--- src/rtl/aco_pkg.sv ---
// aco_pkg: shared types and constants for the ant tour step block
// no dependencies
package aco_pkg;
  localparam int NCITY = 256;
  localparam int NNB = 32;
  localparam int CW = 8;
  localparam int SW = 5;

  typedef enum logic [2:0] {
    MODE_COORD = 3'd0, MODE_PHER = 3'd1, MODE_NBR = 3'd2,
    MODE_START = 3'd3, MODE_STEP = 3'd4
  } mode_t;

  localparam logic CFG_NUM_CITIES = 1'b0;
  localparam logic CFG_START_CITY = 1'b1;

  typedef enum logic [3:0] {
    S_IDLE, S_CLR, S_FETCH, S_WAIT, S_CALC, S_DIV, S_ACC,
    S_RFETCH, S_RWAIT, S_RCMP, S_FB, S_OUT
  } state_t;

  // divider control between sequencer and divider
  typedef struct packed {
    logic start;
    logic [63:0] dividend;
    logic [33:0] divisor;
  } div_req_t;

  typedef struct packed {
    logic busy;
    logic [63:0] quot;
  } div_rsp_t;
endpackage

--- src/rtl/aco_div.sv ---
// aco_div: radix-2 restoring divider, one quotient bit a cycle
// depends on aco_pkg
module aco_div (
  input  logic              clk,
  input  logic              rst,
  input  aco_pkg::div_req_t req,
  output aco_pkg::div_rsp_t rsp
);
  import aco_pkg::*;
  logic [63:0] q;
  logic [34:0] rem;
  logic [33:0] dv;
  logic [6:0]  cnt;
  logic [34:0] sh;
  logic [35:0] diff;

  assign sh = {rem[33:0], q[63]};
  assign diff = {1'b0, sh} - {2'b0, dv};

  always_ff @(posedge clk) begin
    if (rst) begin
      cnt <= '0;
    end else if (req.start) begin
      q <= req.dividend;
      dv <= req.divisor;
      rem <= '0;
      cnt <= 7'd64;
    end else if (cnt != 0) begin
      if (!diff[35]) begin
        rem <= diff[34:0];
        q <= {q[62:0], 1'b1};
      end else begin
        rem <= sh;
        q <= {q[62:0], 1'b0};
      end
      cnt <= cnt - 7'd1;
    end
  end
  assign rsp.busy = (cnt != 0);
  assign rsp.quot = q;
endmodule

--- config.mk ---
export PLATFORM = sky130hd
export DESIGN_NAME = aco_div
export DESIGN_NICKNAME = d
export VERILOG_FILES = /design/src/rtl/aco_pkg.sv /design/src/rtl/aco_div.sv
export SDC_FILE = /design/constraint.sdc
export NUM_CORES = 1
export LEC_CHECK = 0
export ABC_AREA = 0
export BUFFER_PORTS_ARGS = -buffer_cell sky130_fd_sc_hd__buf_2
export CORE_MARGIN = 4
export CORE_UTILIZATION = 45
export DETAILED_ROUTE_END_ITERATION = 12
export PLACE_DENSITY = 0.64
export SLEW_MARGIN = 0
export SYNTH_ARGS = -nofsm -noshare
export SYNTH_HDL_FRONTEND = slang
export SYNTH_SLANG_ARGS = --single-unit
--- constraint.sdc ---
create_clock -name clk -period 8.5 [get_ports clk]
set_input_delay 2.55 -clock clk [delete_from_list [all_inputs] [get_ports clk]]
set_output_delay 2.55 -clock clk [all_outputs]
set_load 0.01 [all_outputs]
# Word-level counts from Yosys, hierarchy flattened
# Index checks and enable logic that the tools add are counted.
dict set report op_classes {
  n_addsub 2
  n_mul 0
  div_mod_pow 0
  magnitude_cmp 0
  eq_ne 0
  n_shift 0
  n_mux 7
  bitwise 1
  reduce_logical 5
}
# cell count
set ops {}
lappend ops {{64-bit 2-to-1 mux} 2}
lappend ops {{34-bit 2-to-1 mux} 2}
lappend ops {{35-bit by 34-bit subtractor with 36-bit output} 1}
lappend ops {{7-bit 2-to-1 mux} 2}
lappend ops {{7-bit nonzero test} 1}
lappend ops {{7-bit by 1-bit subtractor with 7-bit output (second input constant)} 1}
lappend ops {{2-bit AND reduction} 2}
lappend ops {{2-bit nonzero test} 1}
lappend ops {{2-bit OR reduction} 1}
lappend ops {{1-bit 2-to-1 mux} 1}
lappend ops {{1-bit NOT} 1}
dict set report totals {
  register_bits 139
  latchBits 0
  ram_bits 0
  mem_bits_ro 0
  inputBits 101
  output_inout_bits 65
  word_cells 20
  mem_count 0
}

# Longest topological paths before layout
# Gate-level depths: netlist of the first run.
dict set report depth {
  word_depth 4
  depth_mapped 14
  depth_no_buf 13
}

# Worst setup path after synthesis of the first run
# Ideal clock, no wire load.
dict set report synth_timing {
  path_type {in2reg}
  startpoint {input port req[98] (netlist name)}
  endpoint {register q[0] (enable)}
  setup_ps 555
  t_arrival_ps 7166
  required_time_ps 7945
  slack_ps 778
  cell_stages 4
  path_buffers 2
  cell_sequence {clkbuf_1 -> clkbuf_1 -> nor2_1 -> nor2_1}
}
dict set report synth_via {
  elab_chain_cells 2
}
# element line
set synth_lines {}
lappend synth_lines {{start: declaration} aco_div.sv:6} ;# input aco_pkg::div_req_t req,
lappend synth_lines {{2-bit nonzero test (no source line)} -}
lappend synth_lines {{2-bit AND reduction (no source line)} -}
lappend synth_lines {{end signal: assignment} aco_div.sv:24} ;# q <= req.dividend;
lappend synth_lines {{end signal: assignment} aco_div.sv:31} ;# q <= {q[62:0], 1'b1};
lappend synth_lines {{end signal: assignment} aco_div.sv:34} ;# q <= {q[62:0], 1'b0};
lappend synth_lines {{end: declaration} aco_div.sv:10} ;# logic [63:0] q;
# Every way passes these cells.
# A chain may end at the register's enable or synchronous reset.

==> run_results.csv, run 1 <==
group,metric,value,unit
run_status,outcome,"finished, final reports clean",
cts,cts_buffers,17,
final_layout,stdcell_count,1015,
synthesis,yosys_warnings,0,
synthesis,yosys_register_bits,139,
critical_path,start_kind,"flip-flop",
synthesis,synth_top_area_share,53.9,%
global_route,grt_pass1_vias,5439,
detailed_routing,postRouteAntennaNets,0,
detailed_routing,first_pass_iters,5,
detailed_routing,routedWlPerCell,16.3,µm
timing,rsz0062_at_grt,"false",
flow_run,maxCapViolations,0,
timing,period_minus_slack,4.46,ns
power_and_ir_drop,p_per_area,286,nW/µm²
placed_design,gp_congestion,0.848,
placed_design,place_inst,983,
floorplanning,pin_count,166,
synthesis,synth_nets,758,
detailed_routing,drt-total-wl,16.5,mm
global_route,grt_max_degree,68,
synthesis,synth_common_cells,"edfxtp_1 (132), nand2_1 (70), mux2_2 (64)",
cts,cts-root-buf,"clkbuf_16",
critical_path,required,5.95,ns
timing,hold_viol,0,
critical_path,cp_max_fo,6,
placed_design,portBuffers,165,
detailed_routing,route.detailed.drc,0,
detailed_routing,drtIter0Drc,365,
timing,max_slew.worst_pin.slew,1.00,ns
power_and_ir_drop,p_total,2.57,mW
synthesis,syn_avg_cell_area,11.9,µm²
cts,numClockSinks,139,
synthesis,synth_cell_types,51,
cts,holdBufCountCts,0,
global_route,grt_use_total,18.3,%
detailed_routing,vias,5344,
timing,setup_tns,0,ns
timing,max_freq,224,MHz
cts,htreeDepth,4,
global_route,antenna_found_initial,1,
cts,ctsResizeCount,0,
power_and_ir_drop,ir_drop,0.172,mV
cts,clkLatencyLatePin,0.43,ns
timing,max-slew-margin-rel,33.1,%
critical_path,path_class,"flip-flop to output port",
cts,clk_pin_slew,0.06,ns
synthesis,ys_seq_area_share,55.8,%
global_route,grt-ovfl-total,0,
synthesis,yosysTopAreaCell,"edfxtp_1",
final_layout,nFillCells,1379,
final_layout,final_area,8990,µm²
synthesis,synthFlopType,"edfxtp_1",
power_and_ir_drop,power.leakage,3.74,nW
synthesis,syn_inst,621,
final_layout,drive_gt1_share,34.4,%
cts,cts_tree,"done",
floorplanning,coreArea,15900,µm²
critical_path,cp-end-kind,"output port",
floorplanning,rows,46,
placed_design,place_hpwl,11.6,mm
floorplanning,initial_core_util,46.2,%
synthesis,syn_area,7360,µm²
min_path,hold_class,"flip-flop to flip-flop",
global_route,grt_pass1_wl,26.6,mm
timing,final-setup-viol-count,0,
final_layout,syn2layout_area_growth,22.2,%
placed_design,post_dp_cell_area,8420,µm²
critical_path,crit_arrival,1.91,ns
timing,min_period_over_period,52.5,%
cts,cts_buffer_depth,2,
synthesis,synth_area_leaders,"edfxtp_1 (54%), mux2_2 (9.8%), ha_1 (5.9%), a21oi_1 (3.9%), nand2_1 (3.6%)",
final_layout,antenna_cells,0,
floorplanning,dieHeight,136,µm
timing,clock_skew,0.0159,ns
synthesis,synth_edf_count,132,
cts,cts_setup_buffers,0,
timing,maxSlewViolCount,0,
synthesis,synthArstFlopShare,0,%
floorplanning,dieArea,18500,µm²
detailed_routing,via_per_inst,5.27,
synthesis,yosysMostFrequentCell,"edfxtp_1",
floorplanning,die_x,136,µm
final_layout,nets,923,
## cells in the final DEF (no fill, tap or decap), types with 3 or more instances in the layout
master | netlist | final
or3_1 | 5 | 5
mux2_2 | 64 | 64
nor3_1 | 6 | 6
edfxtp_1 | 132 | 132
nor2b_1 | 6 | 4
buf_2 | 5 | 164
clkinvlp_4 | 0 | 3
or4_1 | 3 | 3
nand4_1 | 6 | 6
a21oi_1 | 58 | 58
clkinv_4 | 0 | 3
ha_1 | 35 | 35
a211oi_1 | 12 | 12
dfxtp_1 | 7 | 7
nand2_1 | 70 | 70
nor2_1 | 30 | 29
inv_1 | 42 | 42
nand3_1 | 8 | 8
o31ai_1 | 4 | 4
o21ai_0 | 16 | 16
o21a_1 | 4 | 4
buf_4 | 0 | 6
a31oi_1 | 7 | 7
xor2_1 | 9 | 9
clkbuf_16 | 0 | 17
a21o_1 | 12 | 12
nand2b_1 | 7 | 7
inv_6 | 0 | 3
clkbuf_1 | 19 | 3
xnor2_1 | 21 | 21
## worst max-delay path, cell delays in order (launching register included)
cell     delay, ns
dfxtp_1       0.33
inv_1         0.06
ha_1          0.17
nand2_1       0.08
or3_1         0.33
or2_2         0.34
buf_2         0.16
## registers in the layout (all words and copies together), names as in the netlist
| register | cells |
|---|---|
| cnt | 7 |
| q | 64 |
| rem | 34 |
| dv | 34 |
## report_power, final
part / internal, mW / switching [mW]
clock: 0.435 / 0.294
sequential: 0.920 / 0.0639
combinational: 0.357 / 0.498
total: 1.71 / 0.855
## worst paths after layout
check                  to  slack (ns)    from  depth (start not counted)
setup / recovery  rsp[64]        4.04  cnt[0]                          6
hold / removal     cnt[6]        0.50  cnt[6]                          2
setup reg to reg  rem[30]        4.69   q[63]                         13
hold reg to reg    cnt[6]        0.50  cnt[6]                          2
## area by class of cell
| class | count | area [µm²] | area share (%) |
|---|---|---|---|
| Sequential cell | 139 | 4100 | 45.6 |
| Multi-Input combinational cell | 416 | 3020 | 33.6 |
| Timing Repair Buffer | 170 | 866 | 9.63 |
| Clock buffer | 20 | 437 | 4.85 |
| Tap cell | 216 | 270 | 3.00 |
| Inverter | 42 | 158 | 1.75 |
| Clock inverter | 12 | 140 | 1.56 |
## layer usage
metal | share of wire [%] | wire length, µm | up-vias | GRT usage, %
met5 | 0.079 | 13 | - | 0
met4 | 1.2 | 201 | 2 | 5.88
met3 | 9.0 | 1490 | 17 | 7.11
met2 | 47 | 7730 | 190 | 29.4
met1 | 43 | 7090 | 2512 | 22.8
li1 | - | - | 2623 | -
## per-stage QoR
step / util [%] / setup slack [ns] / hold slack (ns)
finish: 56.4 / 4.04 / 0.505
global route: 56.4 / 3.95 / 0.542
CTS: 56.4 / 4.02 / 0.508
detailed placement: 52.8 / 4.08 / 0.494
global placement: 52.8 / 4.14 / 0.463
floorplan: - / 0.778 / 0.449
## logic make-up (layout without fill, tap and decap cells)
| group | Yosys count | count (layout) | synth area share, % |
|---|---|---|---|
| simple gates | 154 | 154 | 9.77 |
| flops | 139 | 139 | 55.8 |
| compound gates | 132 | 132 | 11.4 |
| buf+inv | 66 | 244 | 3.45 |
| mux | 64 | 64 | 9.79 |
| fa+ha+maj | 36 | 36 | 6.22 |
| xor+xnor | 30 | 30 | 3.57 |
Note: power is estimated with default switching activity, not from simulation.
==> inputs of run 2 (changes only) <==
--- a/config.mk
+++ b/config.mk
@@ -5,12 +5,12 @@
 export SDC_FILE = /design/constraint.sdc
 export NUM_CORES = 1
 export LEC_CHECK = 0
-export ABC_AREA = 0
+export ABC_AREA = 1
 export BUFFER_PORTS_ARGS = -buffer_cell sky130_fd_sc_hd__buf_2
 export CORE_MARGIN = 4
 export CORE_UTILIZATION = 45
 export DETAILED_ROUTE_END_ITERATION = 12
-export PLACE_DENSITY = 0.64
+export PLACE_DENSITY = 0.66
 export SLEW_MARGIN = 0
 export SYNTH_ARGS = -nofsm -noshare
 export SYNTH_HDL_FRONTEND = slang
==> constraint.sdc (replaced) <==
create_clock -name clk -period 3.96 [get_ports clk]
set_input_delay 1.188 -clock clk [delete_from_list [all_inputs] [get_ports clk]]
set_output_delay 1.188 -clock clk [all_outputs]
set_load 0.01 [all_outputs]
==> run 2 against run 1 <==
  * Design area rose by 11%
  * Clock power is 110% higher
  * Sequential share of layout area fell by 4.4 points
  * Flip-flop and latch count unchanged
  * Area after synthesis is 13% higher
  * Highest routed layer unchanged
==> run_results.csv, run 2 <==
group,metric,value,unit
timing,max_slew.worst_pin.slew,0.666,ns
global_route,grt_pass1_wl,34.9,mm
cts,cts-root-buf,"clkbuf_16",
final_layout,layout_commonest_cell,"nand2_1",
min_path,hold_start,"cnt[0]",
placed_design,portBuffers,165,
detailed_routing,route.detailed.drc,0,
cts,cts_buffer_depth,2,
placed_design,gp_congestion,0.937,
floorplanning,dieArea,20800,µm²
floorplanning,die_x,144,µm
timing,max_freq,315,MHz
floorplanning,rows,49,
final_layout,nFillCells,1701,
critical_path,r2r_end,"rem[5]",
final_layout,largest_register,"q",
cts,cts_setup_buffers,0,
power_and_ir_drop,power.leakage,5.10,nW
timing,setup_tns,0,ns
cts,cts_buffers,17,
detailed_routing,drt-total-wl,21.6,mm
synthesis,yosysMostFrequentCell,"nand2_1",
critical_path,path_class,"flip-flop to output port",
min_path,holdPathStages,1,
synthesis,synth_top_area_share,47.5,%
synthesis,yosysTopAreaCell,"edfxtp_1",
synthesis,ys_seq_area_share,49.2,%
detailed_routing,routedWlPerCell,14.6,µm
critical_path,cp-end-kind,"output port",
timing,period_minus_slack,3.17,ns
cts,ctsResizeCount,0,
floorplanning,dieHeight,144,µm
cts,clk_pin_slew,0.06,ns
placed_design,place_hpwl,15.9,mm
floorplanning,initial_core_util,46.1,%
flow_run,maxCapViolations,0,
final_layout,seq_area,4100,µm²
synthesis,syn_avg_cell_area,7.85,µm²
final_layout,final_cell_mix,"nand2_1 (437), buf_2 (165), inv_1 (149)",
critical_path,required,2.77,ns
critical_path,cp_max_fo,6,
synthesis,synthArstFlopShare,0,%
critical_path,r2r_slack,1.15,ns
min_path,hold_class,"flip-flop to flip-flop",
cts,clkLatencyLatePin,0.43,ns
cts,holdBufCountCts,0,
floorplanning,pin_count,166,
timing,clock_skew,0.0158,ns
timing,min_period_over_period,80.0,%
global_route,grt_pass1_vias,7013,
final_layout,largest_reg_flops,64,
global_route,grt_use_total,21.5,%
final_layout,drive_gt1_share,18.3,%
floorplanning,coreArea,18100,µm²
detailed_routing,vias,7162,
global_route,antenna_found_initial,3,
cts,htreeDepth,4,
synthesis,synth_cell_types,36,
power_and_ir_drop,p_total,5.50,mW
cts,numClockSinks,139,
detailed_routing,postRouteAntennaNets,0,
synthesis,synth_nets,1200,
power_and_ir_drop,p_per_area,553,nW/µm²
timing,max-slew-margin-rel,55.6,%
cts,cts_tree,"done",
global_route,grt_max_degree,66,
final_layout,top_regs,"q x64, dv x34, rem x34",
critical_path,reg2reg_depth,12,
synthesis,yosys_register_bits,139,
synthesis,syn_area,8340,µm²
detailed_routing,via_per_inst,4.87,
critical_path,r2r_start,"rem[20]",
global_route,grt-ovfl-total,0,
timing,hold_viol,0,
synthesis,yosys_warnings,0,
critical_path,crit_arrival,1.98,ns
detailed_routing,first_pass_iters,5,
synthesis,syn_inst,1063,
synthesis,synth_edf_count,132,
timing,rsz0062_at_grt,"false",
final_layout,syn2layout_area_growth,19.3,%
synthesis,synth_area_leaders,"edfxtp_1 (48%), nand2_1 (20%), inv_1 (6.8%), ha_1 (5.3%), nor2_1 (5.1%)",
critical_path,start_kind,"flip-flop",
detailed_routing,drtIter0Drc,407,
final_layout,nets,1366,
min_path,hold_end,"cnt[0]",
run_status,outcome,"finished, final reports clean",
synthesis,synth_common_cells,"nand2_1 (437), inv_1 (150), edfxtp_1 (132)",
timing,maxSlewViolCount,0,
synthesis,synthFlopType,"edfxtp_1",
power_and_ir_drop,ir_drop,0.331,mV
final_layout,multi_input_area,3550,µm²
timing,final-setup-viol-count,0,
[run 2: layout make-up]
class,instances,area share (%)
clock buffers,17,4.27
inverters,152,5.73
diodes,1,0.0251
well taps,229,2.88
repair buffers,171,8.75
clock inverters,14,1.38
multi-input cells,748,35.7
flip-flops and latches,139,41.2
[run 2: worst max-delay path, cell delays in order (launching register included)]
cell     delay (ns)
dfxtp_1        0.33
inv_1          0.07
ha_1           0.18
nand2_1        0.09
nor3_1         0.44
nand2_1        0.24
buf_2          0.21
[run 2: worst max path at each step]
| stage | endpoint | slack, ns | start |
|---|---|---|---|
| 2_1_floorplan | q[0] | 0.11 | req[98] |
| 3_3_place_gp | rem[24] | 1.21 | rem[20] |
| 3_5_place_dp | rem[23] | 1.18 | rem[13] |
| 4_1_cts | rsp[64] | 0.78 | cnt[0] |
| 5_1_grt | rsp[64] | 0.60 | cnt[0] |
| 6_report | rsp[64] | 0.79 | cnt[0] |
[run 2: metrics by stage]
stage               setup WS [ns]  hold slack, ns  util [%]  instances  instance area (µm²)
floorplan                   0.106           0.422         -       1063                 8350
global route                0.598           0.499      55.0       1470                 9950
global placement             1.21           0.436      51.9       1439                 9390
finish                      0.790           0.470      55.0       1471                 9950
detailed placement           1.18           0.456      51.9       1439                 9390
CTS                         0.775           0.464      55.0       1470                 9950
[run 2: cells by family after synthesis]
kind of cell / count (synthesis) / share of synthesized area [%]
XOR/XNOR: 20 / 2.10
AND/OR/NAND/NOR: 621 / 30.2
buffers and inverters: 176 / 8.43
AO/OA/AOI/OAI: 71 / 4.58
flip-flops: 139 / 49.2
adder cells (fa/ha/maj): 36 / 5.49
[run 2: power by group]
part	internal, mW	switching (mW)	total (mW)
Combinational	0.650	1.25	1.90
Sequential	1.92	0.118	2.04
Clock	0.875	0.689	1.56
Total	3.45	2.05	5.50
[run 2: metal layers]
metal	track usage (%)	routed length, µm
met2	35.4	9920
met5	0	14
met1	27.4	9430
met3	7.31	1890
met4	5.15	298
